==> src/design/gfa_pkg.sv <==
// gfa_pkg: shared constants, types and helpers for the grid first-fit allocator
// no dependencies; used by the interfaces, the fit finder and the top level

package gfa_pkg;

    // grid geometry
    localparam int MAX_COLS  = 16;
    localparam int MAX_ROWS  = 16;
    localparam int NUM_GRIDS = 3;
    localparam int DEPTH     = NUM_GRIDS * MAX_COLS;
    localparam int COL_W     = $clog2(MAX_COLS);
    localparam int ROW_W     = $clog2(MAX_ROWS);
    localparam int CNT_W     = 5;
    localparam int GRID_W    = 2;
    localparam int ADDR_W    = GRID_W + COL_W;

    typedef logic [MAX_ROWS-1:0] col_word_t;
    typedef logic [CNT_W-1:0]    cnt_t;

    // commands
    localparam logic CMD_PLACE = 1'b0;
    localparam logic CMD_FREE  = 1'b1;

    // result status codes
    localparam logic [1:0] ST_PLACED = 2'd0;
    localparam logic [1:0] ST_NOROOM = 2'd1;
    localparam logic [1:0] ST_FREED  = 2'd2;

    // configuration register indexes and reset values
    localparam logic REG_GRID_WIDTH  = 1'b0;
    localparam logic REG_GRID_HEIGHT = 1'b1;
    localparam cnt_t GRID_WIDTH_RST  = 5'd10;
    localparam cnt_t GRID_HEIGHT_RST = 5'd6;

    // fit finder answer
    typedef struct packed {
        logic             found;
        logic [ROW_W-1:0] row;
    } fit_t;

    // mask of the n low bits, n up to MAX_ROWS
    function automatic col_word_t low_mask(input cnt_t n);
        logic [MAX_ROWS:0] t;
        t = ({{MAX_ROWS{1'b0}}, 1'b1} << n) - {{MAX_ROWS{1'b0}}, 1'b1};
        return t[MAX_ROWS-1:0];
    endfunction

endpackage

==> src/design/gfa_if.sv <==
// gfa_req_if and gfa_rsp_if: valid/ready channels of the allocator
// depends on gfa_pkg

interface gfa_req_if;
    logic                      valid;
    logic                      ready;
    logic                      command;
    logic [gfa_pkg::GRID_W-1:0] grid_select;
    gfa_pkg::cnt_t             rect_width;
    gfa_pkg::cnt_t             rect_height;
    logic [gfa_pkg::COL_W-1:0] free_x;
    logic [gfa_pkg::ROW_W-1:0] free_y;

    modport source (output valid, command, grid_select, rect_width, rect_height,
                    free_x, free_y, input ready);
    modport sink   (input valid, command, grid_select, rect_width, rect_height,
                    free_x, free_y, output ready);
endinterface

interface gfa_rsp_if;
    logic                      valid;
    logic                      ready;
    logic [1:0]                status;
    logic [gfa_pkg::COL_W-1:0] place_x;
    logic [gfa_pkg::ROW_W-1:0] place_y;

    modport source (output valid, status, place_x, place_y, input ready);
    modport sink   (input valid, status, place_x, place_y, output ready);
endinterface

==> src/design/gfa_fit_find.sv <==
// gfa_fit_find: finds the first row where a rectangle fits, given per-row
// free-column run lengths; depends on gfa_pkg

module gfa_fit_find
(
    input  gfa_pkg::cnt_t run [gfa_pkg::MAX_ROWS],
    input  gfa_pkg::cnt_t rect_w,
    input  gfa_pkg::cnt_t rect_h,
    input  gfa_pkg::cnt_t rows,
    output gfa_pkg::fit_t fit
);

    gfa_pkg::col_word_t ok;
    gfa_pkg::col_word_t hmask;

    // a row is usable when its free run covers the rectangle width
    always_comb
    begin
        for (int y = 0; y < gfa_pkg::MAX_ROWS; y++)
        begin
            ok[y] = (run[y] >= rect_w);
        end
        hmask = gfa_pkg::low_mask(rect_h);
    end

    // lowest row with a full window of usable rows inside the grid
    always_comb
    begin
        gfa_pkg::col_word_t win;
        win = '0;
        fit = '0;
        for (int y = gfa_pkg::MAX_ROWS - 1; y >= 0; y--)
        begin
            win = ok >> y;
            if (((win & hmask) == hmask) &&
                ((gfa_pkg::CNT_W'(y) + rect_h) <= rows))
            begin
                fit.found = 1'b1;
                fit.row   = gfa_pkg::ROW_W'(y);
            end
        end
    end

endmodule

==> src/design/grid_rect_first_fit_allocator_core.sv <==
// grid_rect_first_fit_allocator_core: first-fit rectangle allocator top level
// place: the scan reads one column per cycle, then the fill does one
// read-modify-write per covered column; free does only the fill
// throughput: one request at a time; the occupancy memory port sets the pace
// reset: all cells free at once through per-entry valid flags, grid 10 x 6
// depends on gfa_pkg, gfa_if and gfa_fit_find

module grid_rect_first_fit_allocator_core
(
    input  logic            clk,
    input  logic            rst_n,
    input  logic            cfg_we,
    input  logic            cfg_index,
    input  gfa_pkg::cnt_t   cfg_wdata,
    gfa_req_if.sink         req,
    gfa_rsp_if.source       rsp
);

    typedef enum logic [3:0]
    {
        S_IDLE   = 4'b0001,
        S_SCAN   = 4'b0010,
        S_FILL   = 4'b0100,
        S_RESULT = 4'b1000
    } state_t;

    localparam int MR = gfa_pkg::MAX_ROWS;

    state_t state_reg, state_next;

    // configuration
    gfa_pkg::cnt_t grid_width_reg, grid_height_reg;

    // request context
    logic                       cmd_reg, cmd_next;
    logic [gfa_pkg::GRID_W-1:0] grid_reg, grid_next;
    gfa_pkg::cnt_t              w_reg, w_next, h_reg, h_next;
    gfa_pkg::cnt_t              cols_reg, cols_next, rows_reg, rows_next;

    // scan pipeline
    gfa_pkg::cnt_t              scan_col_reg, scan_col_next;
    logic                       s1_vld_reg, s1_vld_next, s2_vld_reg, s2_vld_next;
    logic [gfa_pkg::COL_W-1:0]  s1_col_reg, s1_col_next, s2_col_reg, s2_col_next;
    gfa_pkg::cnt_t              run_reg [MR];
    gfa_pkg::cnt_t              run_next [MR];
    gfa_pkg::fit_t              fit;

    // fill pipeline
    gfa_pkg::cnt_t              fill_col_reg, fill_col_next, fill_end_reg, fill_end_next;
    gfa_pkg::col_word_t         fill_mask_reg, fill_mask_next;
    logic                       fs1_vld_reg, fs1_vld_next;
    logic [gfa_pkg::COL_W-1:0]  fs1_col_reg, fs1_col_next;

    // result
    logic [1:0]                 res_status_reg, res_status_next;
    logic [gfa_pkg::COL_W-1:0]  res_x_reg, res_x_next;
    logic [gfa_pkg::ROW_W-1:0]  res_y_reg, res_y_next;
    logic                       rsp_vld_reg, rsp_vld_next;
    logic [1:0]                 rsp_status_reg, rsp_status_next;
    logic [gfa_pkg::COL_W-1:0]  rsp_x_reg, rsp_x_next;
    logic [gfa_pkg::ROW_W-1:0]  rsp_y_reg, rsp_y_next;

    // occupancy memory
    gfa_pkg::col_word_t         mem [gfa_pkg::DEPTH];
    logic                       valid_reg [gfa_pkg::DEPTH];
    gfa_pkg::col_word_t         rd_data_reg;
    logic                       rd_ok_reg;
    gfa_pkg::col_word_t         col_data;
    logic                       rd_en, wr_en;
    logic [gfa_pkg::ADDR_W-1:0] rd_addr, wr_addr;
    gfa_pkg::col_word_t         wr_data;

    // request decode
    logic                       req_fire;
    gfa_pkg::cnt_t              cols_eff, rows_eff, xe, ye;
    logic [gfa_pkg::CNT_W:0]    xe_sum, ye_sum;
    logic                       place_bad, free_ok;

    assign req.ready = (state_reg == S_IDLE);
    assign req_fire  = req.valid && req.ready;

    assign rsp.valid   = rsp_vld_reg;
    assign rsp.status  = rsp_status_reg;
    assign rsp.place_x = rsp_x_reg;
    assign rsp.place_y = rsp_y_reg;

    // a never-written entry reads as free
    assign col_data = rd_ok_reg ? rd_data_reg : '0;

    // clamp grid size and decode request limits
    always_comb
    begin
        cols_eff = (grid_width_reg > gfa_pkg::CNT_W'(gfa_pkg::MAX_COLS)) ?
                   gfa_pkg::CNT_W'(gfa_pkg::MAX_COLS) : grid_width_reg;
        rows_eff = (grid_height_reg > gfa_pkg::CNT_W'(gfa_pkg::MAX_ROWS)) ?
                   gfa_pkg::CNT_W'(gfa_pkg::MAX_ROWS) : grid_height_reg;
        place_bad = (req.grid_select >= gfa_pkg::GRID_W'(gfa_pkg::NUM_GRIDS)) ||
                    (req.rect_width == '0) || (req.rect_height == '0) ||
                    (req.rect_width > cols_eff) || (req.rect_height > rows_eff);
        free_ok = (req.grid_select < gfa_pkg::GRID_W'(gfa_pkg::NUM_GRIDS)) &&
                  ({1'b0, req.free_x} < cols_eff) && ({1'b0, req.free_y} < rows_eff) &&
                  (req.rect_width != '0) && (req.rect_height != '0);
        xe_sum = {2'b00, req.free_x} + {1'b0, req.rect_width};
        ye_sum = {2'b00, req.free_y} + {1'b0, req.rect_height};
        xe = (xe_sum > {1'b0, cols_eff}) ? cols_eff : xe_sum[gfa_pkg::CNT_W-1:0];
        ye = (ye_sum > {1'b0, rows_eff}) ? rows_eff : ye_sum[gfa_pkg::CNT_W-1:0];
    end

    gfa_fit_find u_fit
    (
        .run    (run_reg),
        .rect_w (w_reg),
        .rect_h (h_reg),
        .rows   (rows_reg),
        .fit    (fit)
    );

    // control and datapath next state
    always_comb
    begin
        state_next      = state_reg;
        cmd_next        = cmd_reg;
        grid_next       = grid_reg;
        w_next          = w_reg;
        h_next          = h_reg;
        cols_next       = cols_reg;
        rows_next       = rows_reg;
        scan_col_next   = scan_col_reg;
        s1_vld_next     = 1'b0;
        s1_col_next     = scan_col_reg[gfa_pkg::COL_W-1:0];
        s2_vld_next     = 1'b0;
        s2_col_next     = s1_col_reg;
        run_next        = run_reg;
        fill_col_next   = fill_col_reg;
        fill_end_next   = fill_end_reg;
        fill_mask_next  = fill_mask_reg;
        fs1_vld_next    = 1'b0;
        fs1_col_next    = fill_col_reg[gfa_pkg::COL_W-1:0];
        res_status_next = res_status_reg;
        res_x_next      = res_x_reg;
        res_y_next      = res_y_reg;
        rsp_vld_next    = rsp_vld_reg && !rsp.ready;
        rsp_status_next = rsp_status_reg;
        rsp_x_next      = rsp_x_reg;
        rsp_y_next      = rsp_y_reg;
        rd_en           = 1'b0;
        rd_addr         = {grid_reg, scan_col_reg[gfa_pkg::COL_W-1:0]};
        wr_en           = 1'b0;
        wr_addr         = {grid_reg, fs1_col_reg};
        wr_data         = (cmd_reg == gfa_pkg::CMD_PLACE) ? (col_data | fill_mask_reg) :
                                                           (col_data & ~fill_mask_reg);

        case (state_reg)
            S_IDLE:
            begin
                if (req_fire)
                begin
                    cmd_next      = req.command;
                    grid_next     = req.grid_select;
                    w_next        = req.rect_width;
                    h_next        = req.rect_height;
                    cols_next     = cols_eff;
                    rows_next     = rows_eff;
                    scan_col_next = '0;
                    res_x_next    = '0;
                    res_y_next    = '0;
                    for (int y = 0; y < MR; y++)
                    begin
                        run_next[y] = '0;
                    end
                    if (req.command == gfa_pkg::CMD_PLACE)
                    begin
                        res_status_next = gfa_pkg::ST_NOROOM;
                        state_next      = place_bad ? S_RESULT : S_SCAN;
                    end
                    else
                    begin
                        res_status_next = gfa_pkg::ST_FREED;
                        fill_col_next   = {1'b0, req.free_x};
                        fill_end_next   = xe;
                        fill_mask_next  = gfa_pkg::low_mask(ye) &
                                          ~gfa_pkg::low_mask({1'b0, req.free_y});
                        state_next      = free_ok ? S_FILL : S_RESULT;
                    end
                end
            end

            S_SCAN:
            begin
                // issue one column read per cycle
                if (scan_col_reg < cols_reg)
                begin
                    rd_en         = 1'b1;
                    scan_col_next = scan_col_reg + 5'd1;
                end
                s1_vld_next = rd_en;

                // extend per-row free runs with the column just read
                if (s1_vld_reg)
                begin
                    for (int y = 0; y < MR; y++)
                    begin
                        run_next[y] = col_data[y] ? '0 : run_reg[y] + 5'd1;
                    end
                    s2_vld_next = 1'b1;
                end

                // runs now end at column s2; check start column s2 - w + 1
                if (s2_vld_reg && (({1'b0, s2_col_reg} + 5'd1) >= w_reg))
                begin
                    if (fit.found)
                    begin
                        fill_col_next   = {1'b0, s2_col_reg} + 5'd1 - w_reg;
                        fill_end_next   = {1'b0, s2_col_reg} + 5'd1;
                        fill_mask_next  = gfa_pkg::low_mask(h_reg) << fit.row;
                        res_status_next = gfa_pkg::ST_PLACED;
                        res_x_next      = s2_col_reg + gfa_pkg::COL_W'(1) -
                                          w_reg[gfa_pkg::COL_W-1:0];
                        res_y_next      = fit.row;
                        s1_vld_next     = 1'b0;
                        s2_vld_next     = 1'b0;
                        state_next      = S_FILL;
                    end
                    else if (({1'b0, s2_col_reg} + 5'd1) == cols_reg)
                    begin
                        s1_vld_next = 1'b0;
                        s2_vld_next = 1'b0;
                        state_next  = S_RESULT;
                    end
                end
            end

            S_FILL:
            begin
                // read column, write it back modified in the next cycle
                rd_addr = {grid_reg, fill_col_reg[gfa_pkg::COL_W-1:0]};
                if (fill_col_reg < fill_end_reg)
                begin
                    rd_en         = 1'b1;
                    fill_col_next = fill_col_reg + 5'd1;
                end
                fs1_vld_next = rd_en;
                wr_en        = fs1_vld_reg;
                if (!rd_en && !fs1_vld_reg)
                begin
                    state_next = S_RESULT;
                end
            end

            S_RESULT:
            begin
                if (!rsp_vld_reg || rsp.ready)
                begin
                    rsp_vld_next    = 1'b1;
                    rsp_status_next = res_status_reg;
                    rsp_x_next      = res_x_reg;
                    rsp_y_next      = res_y_reg;
                    state_next      = S_IDLE;
                end
            end

            default:
            begin
                state_next = S_IDLE;
            end
        endcase
    end

    // control registers
    always_ff @(posedge clk or negedge rst_n)
    begin
        if (!rst_n)
        begin
            state_reg   <= S_IDLE;
            s1_vld_reg  <= 1'b0;
            s2_vld_reg  <= 1'b0;
            fs1_vld_reg <= 1'b0;
            rsp_vld_reg <= 1'b0;
        end
        else
        begin
            state_reg   <= state_next;
            s1_vld_reg  <= s1_vld_next;
            s2_vld_reg  <= s2_vld_next;
            fs1_vld_reg <= fs1_vld_next;
            rsp_vld_reg <= rsp_vld_next;
        end
    end

    // payload registers
    always_ff @(posedge clk)
    begin
        cmd_reg        <= cmd_next;
        grid_reg       <= grid_next;
        w_reg          <= w_next;
        h_reg          <= h_next;
        cols_reg       <= cols_next;
        rows_reg       <= rows_next;
        scan_col_reg   <= scan_col_next;
        s1_col_reg     <= s1_col_next;
        s2_col_reg     <= s2_col_next;
        run_reg        <= run_next;
        fill_col_reg   <= fill_col_next;
        fill_end_reg   <= fill_end_next;
        fill_mask_reg  <= fill_mask_next;
        fs1_col_reg    <= fs1_col_next;
        res_status_reg <= res_status_next;
        res_x_reg      <= res_x_next;
        res_y_reg      <= res_y_next;
        rsp_status_reg <= rsp_status_next;
        rsp_x_reg      <= rsp_x_next;
        rsp_y_reg      <= rsp_y_next;
    end

    // configuration registers
    always_ff @(posedge clk or negedge rst_n)
    begin
        if (!rst_n)
        begin
            grid_width_reg  <= gfa_pkg::GRID_WIDTH_RST;
            grid_height_reg <= gfa_pkg::GRID_HEIGHT_RST;
        end
        else if (cfg_we)
        begin
            case (cfg_index)
                gfa_pkg::REG_GRID_WIDTH:  grid_width_reg  <= cfg_wdata;
                gfa_pkg::REG_GRID_HEIGHT: grid_height_reg <= cfg_wdata;
                default:                  grid_width_reg  <= grid_width_reg;
            endcase
        end
    end

    // occupancy memory, one write and one registered read per cycle
    always_ff @(posedge clk)
    begin
        if (wr_en)
        begin
            mem[wr_addr] <= wr_data;
        end
        if (rd_en)
        begin
            rd_data_reg <= mem[rd_addr];
        end
    end

    // per-entry valid flags stand in for clearing the memory
    always_ff @(posedge clk or negedge rst_n)
    begin
        if (!rst_n)
        begin
            for (int i = 0; i < gfa_pkg::DEPTH; i++)
            begin
                valid_reg[i] <= 1'b0;
            end
            rd_ok_reg <= 1'b0;
        end
        else
        begin
            if (wr_en)
            begin
                valid_reg[wr_addr] <= 1'b1;
            end
            if (rd_en)
            begin
                rd_ok_reg <= valid_reg[rd_addr];
            end
        end
    end

    // memory is only written while a fill is in progress
    a_write_in_fill: assert property (@(posedge clk) disable iff (!rst_n)
        wr_en |-> (state_reg == S_FILL))
        else $error("occupancy write outside fill");

    // an accepted request blocks the next one
    a_one_at_a_time: assert property (@(posedge clk) disable iff (!rst_n)
        req_fire |=> !req.ready)
        else $error("request accepted while busy");

    // a placed rectangle lies inside the grid in use
    a_place_in_grid: assert property (@(posedge clk) disable iff (!rst_n)
        ((state_reg == S_RESULT) && (res_status_reg == gfa_pkg::ST_PLACED)) |->
        ((({1'b0, res_x_reg} + w_reg) <= cols_reg) &&
         (({1'b0, res_y_reg} + h_reg) <= rows_reg)))
        else $error("placement outside grid");

endmodule
==> src/flat_wrapper.sv <==
// flat-port wrapper written by rule: the top's interface ports become plain ports
module grid_rect_first_fit_allocator_core_flat 
  (clk, rst_n, cfg_we, cfg_index, cfg_wdata, req_valid, req_command, req_grid_select, req_rect_width, req_rect_height, req_free_x, req_free_y, req_ready, rsp_valid, rsp_status, rsp_place_x, rsp_place_y, rsp_ready);
  gfa_req_if req_i ();
  gfa_rsp_if rsp_i ();
  input  logic clk;
  input  logic rst_n;
  input  logic cfg_we;
  input  logic cfg_index;
  input  gfa_pkg::cnt_t cfg_wdata;
  input wire logic [$bits(req_i.valid)-1:0] req_valid;
  input wire logic [$bits(req_i.command)-1:0] req_command;
  input wire logic [$bits(req_i.grid_select)-1:0] req_grid_select;
  input wire logic [$bits(req_i.rect_width)-1:0] req_rect_width;
  input wire logic [$bits(req_i.rect_height)-1:0] req_rect_height;
  input wire logic [$bits(req_i.free_x)-1:0] req_free_x;
  input wire logic [$bits(req_i.free_y)-1:0] req_free_y;
  output wire logic [$bits(req_i.ready)-1:0] req_ready;
  output wire logic [$bits(rsp_i.valid)-1:0] rsp_valid;
  output wire logic [$bits(rsp_i.status)-1:0] rsp_status;
  output wire logic [$bits(rsp_i.place_x)-1:0] rsp_place_x;
  output wire logic [$bits(rsp_i.place_y)-1:0] rsp_place_y;
  input wire logic [$bits(rsp_i.ready)-1:0] rsp_ready;
  assign req_i.valid = req_valid;
  assign req_i.command = req_command;
  assign req_i.grid_select = req_grid_select;
  assign req_i.rect_width = req_rect_width;
  assign req_i.rect_height = req_rect_height;
  assign req_i.free_x = req_free_x;
  assign req_i.free_y = req_free_y;
  assign req_ready = req_i.ready;
  assign rsp_valid = rsp_i.valid;
  assign rsp_status = rsp_i.status;
  assign rsp_place_x = rsp_i.place_x;
  assign rsp_place_y = rsp_i.place_y;
  assign rsp_i.ready = rsp_ready;
  grid_rect_first_fit_allocator_core u_core (.clk(clk), .rst_n(rst_n), .cfg_we(cfg_we), .cfg_index(cfg_index), .cfg_wdata(cfg_wdata), .req(req_i), .rsp(rsp_i));
endmodule
==> config.mk <==
export PLATFORM = sky130hd
export DESIGN_NAME = grid_rect_first_fit_allocator_core_flat
export DESIGN_NICKNAME = d
export VERILOG_FILES = /design/src/design/gfa_pkg.sv /design/src/design/gfa_if.sv /design/src/design/gfa_fit_find.sv /design/src/design/grid_rect_first_fit_allocator_core.sv /design/src/flat_wrapper.sv
export SDC_FILE = /design/constraint.sdc
export NUM_CORES = 2
export LEC_CHECK = 0
export CAP_MARGIN = 20
export CELL_PAD_IN_SITES_DETAIL_PLACEMENT = 1
export CELL_PAD_IN_SITES_GLOBAL_PLACEMENT = 2
export CORE_AREA = 2 2 270 379
export CTS_CLUSTER_SIZE = 14
export DETAILED_ROUTE_END_ITERATION = 7
export DIE_AREA = 0 0 272 381
export DONT_BUFFER_PORTS = 1
export HOLD_SLACK_MARGIN = 0.03
export PLACE_DENSITY_LB_ADDON = 0.1
export SLEW_MARGIN = 20
export SYNTH_ARGS = -nofsm -noshare
export SYNTH_HDL_FRONTEND = slang
export SYNTH_SLANG_ARGS = --single-unit
==> constraint.sdc <==
create_clock -name clk -period 8.7 [get_ports clk]
set_input_delay 2.175 -clock clk [delete_from_list [all_inputs] [get_ports clk]]
set_output_delay 2.175 -clock clk [all_outputs]
set_load 0.02 [all_outputs]
==> impl_metrics.json <==
{
  "antenna_found_initial": 3,
  "synth_largest_area_cell": "edfxtp_1",
  "grtUsageTotal": 0.267,
  "yosysUniqueCellTypes": 108,
  "diodes": 0,
  "path_max_fanout": 21,
  "yosys_most_used_dff": "edfxtp_1",
  "areaGrowthSynthToFinish_pct": 11.4,
  "clock_sinks": 1017,
  "route.detailed.drc": 0,
  "crit_type": "reg2reg",
  "route.vias.total": 27976,
  "routedWlPerCell_um": 29.6,
  "pwr-share-clk": 0.282,
  "cts_htree_levels": 3,
  "fin_skew_ns": 0.0568,
  "setup_violations": 0,
  "syn_area_mm2": 0.0479,
  "sw_frac_of_total": 0.339,
  "fin_crit_ns": 6.87,
  "hp-class": "reg2reg",
  "gp_congestion": 0.847,
  "final_net_count": 3434,
  "power.internal_uw": 10100,
  "core-area_mm2": 0.100,
  "die_w_um": 272,
  "grt_pass1_vias": 30272,
  "synth.ff_latch_count": 1017,
  "detail_route.iter0.violations": 2125,
  "io_pins": 44,
  "arrival_ns": 7.18,
  "rsz0062_at_grt": "no",
  "tightest_slew_ns": 1.03,
  "sequentialPowerShare": 0.408,
  "yosysMostFrequentCell": "edfxtp_1",
  "yosysSeqAreaShare": 0.629,
  "p_leak_uw": 0.0189,
  "grt_pass1_wl_um": 203000,
  "cts_buffers": 98,
  "grt_max_degree": 114,
  "fin_util": 0.532,
  "finalHoldViolCount": 0,
  "largest_register_ff_count": 768,
  "ys_async_sr_fraction": 0.0659,
  "ant_nets": 0,
  "postCtsSetupBuffers": 0,
  "ir_drop_v": 0.000198,
  "drive_above_1_share": 0.190,
  "synth_fp_nets": 3366,
  "yosysWarnings": 0,
  "port-buffer-count": 0,
  "powerDensity_mw_per_mm2": 287,
  "netlist_top_cells_count": "938 x edfxtp_1, 223 x mux4_2, 223 x nand2_1, 216 x ha_1, 178 x nor2_1",
  "finalCritPeriodShare": 0.790,
  "cp.required_ns": 9.01,
  "clkTransAtPathRegs_ns": 0.06,
  "ctsResizeCount": 0,
  "worstSkewPairLatency_ns": 0.71,
  "tritoncts": "built",
  "initial_core_util": 0.477,
  "syn_inst": 3114,
  "die_y_um": 381,
  "cts_hold_buffers": 0,
  "vias_per_cell": 6.09,
  "synth_top_area_share": 0.588,
  "wirelength_um": 136000,
  "cap_violations": 0,
  "cts_buffer_depth": 3,
  "die-area_mm2": 0.104,
  "drv_slew": 0,
  "cp-end-kind": "flop",
  "drt_pass1_iterations": 6,
  "synth_area_per_cell_um2": 15.4,
  "fin_tns_setup_ns": 0,
  "status": "completed",
  "setup.worst_path.start_class": "flop",
  "p_sw_uw": 5180,
  "timing.fmax_mhz": 146,
  "synth_edf_count": 938,
  "place_hpwl_um": 90800,
  "slew_headroom": 0.308,
  "std_cell_rows": 138,
  "gr-total-overflow": 0,
  "pwr-share-comb": 0.310,
  "synthTopCellsByArea": "edfxtp_1 59%, mux4_2 10%, ha_1 5.6%, dfrtp_1 3.2%, mux2i_1 2.4%",
  "cts_root_buf": "clkbuf_16"
}
## placed cells by master (no fill, tap or decap), types with 11 or more instances in the layout
cell type / n
a31oi_1: 20
nand3b_1: 15
buf_4: 109
nand3_1: 86
dfxtp_1: 12
edfxtp_1: 938
nand4_1: 13
clkinv_2: 15
nor2_1: 177
xnor2_1: 55
a21o_1: 31
o21a_1: 16
o211ai_1: 25
mux2i_4: 19
clkinv_1: 13
clkbuf_1: 30
or2_2: 51
dfrtp_1: 62
o21ai_0: 87
nand2b_1: 22
nand2_1: 222
o22ai_1: 13
mux4_2: 223
mux2_2: 17
xor2_1: 49
and2_1: 11
mux2i_1: 95
inv_1: 82
ha_1: 216
nor2b_1: 44
nor3_1: 19
and3_1: 27
clkbuf_16: 102
a21oi_1: 87
a22oi_1: 32
## worst max-delay path: stages (launching register included)
cell and delay (ns):
edfxtp_1 0.53, inv_1 0.23, ha_1 0.25, buf_4 0.21
and3_1 0.19, buf_4 0.19, inv_2 0.21, ha_1 0.53
or3b_1 0.45, o21ai_2 0.18, a21oi_1 0.12, nor4_2 0.62
nor3b_2 0.42, nand2_1 0.11, o22ai_2 0.25, nor3_2 0.12
nor3b_2 0.23, or3_1 0.36, nand2_1 0.44, o21a_1 0.86
## power by group through the flow
stage	Combinational (uW)	Clock, uW	Sequential, uW
after floorplan	2960	0	6290
after global placement	4620	0	6340
after detailed placement	4780	0	6350
after CTS	4800	4390	6250
after global routing	5110	4550	6280
final	4740	4310	6250
## metrics by stage
step	hold slack [ns]	setup slack, ns	cell area, um^2	instances	power [uW]
floorplan	0.310	0.777	47900	3114	9250
global placement	0.313	1.87	50100	4411	11000
detailed placement	0.319	1.77	50100	4412	11100
CTS	0.333	1.80	53300	4596	15400
global route	0.337	1.28	53300	4596	15900
finish	0.332	1.83	53300	4596	15300
## path summary, 6_finish.rpt
kind,start,endpoint,slack (ns),depth (start not counted)
worst min-delay path,u_core.s1_col_reg[0],u_core.s2_col_reg[0],0.33,0
worst max register to register,u_core.h_reg[1],u_core.fill_mask_reg[0],1.83,19
min in group asynchronous,rst_n,u_core.valid_reg[39],1.17,0
worst min register to register,u_core.s1_col_reg[0],u_core.s2_col_reg[0],0.33,0
worst max-delay path,u_core.h_reg[1],u_core.fill_mask_reg[0],1.83,19
max in group asynchronous,rst_n,u_core.grid_height_reg[2],7.28,0
## layout make-up
| class | instances | area (um^2) |
|---|---|---|
| fill | 9331 | 47000 |
| sequential | 1017 | 30100 |
| multi-input combinational | 1869 | 17100 |
| clock buffer | 134 | 2690 |
| tap | 1330 | 1660 |
| timing repair buffer | 112 | 886 |
| clock inverter | 50 | 546 |
| inverter | 84 | 315 |
## cells by family (layout without fill, tap and decap cells)
family	after synthesis	count (layout)	share of synthesized area
compound gates	438	438	0.0622
xor+xnor	104	104	0.0190
fa+ha+maj	220	220	0.0581
buf+inv	228	380	0.0192
flops	1017	1017	0.629
mux	356	356	0.133
simple gates	751	751	0.0795
## per-layer routing
metal / global-route usage / part of all wire
met2: 0.488 / 0.54
met3: 0.0300 / 0.034
met5: 0 / 0.00018
met4: 0.125 / 0.049
met1: 0.311 / 0.38
No activity file was read; power rests on OpenSTA's default activity.
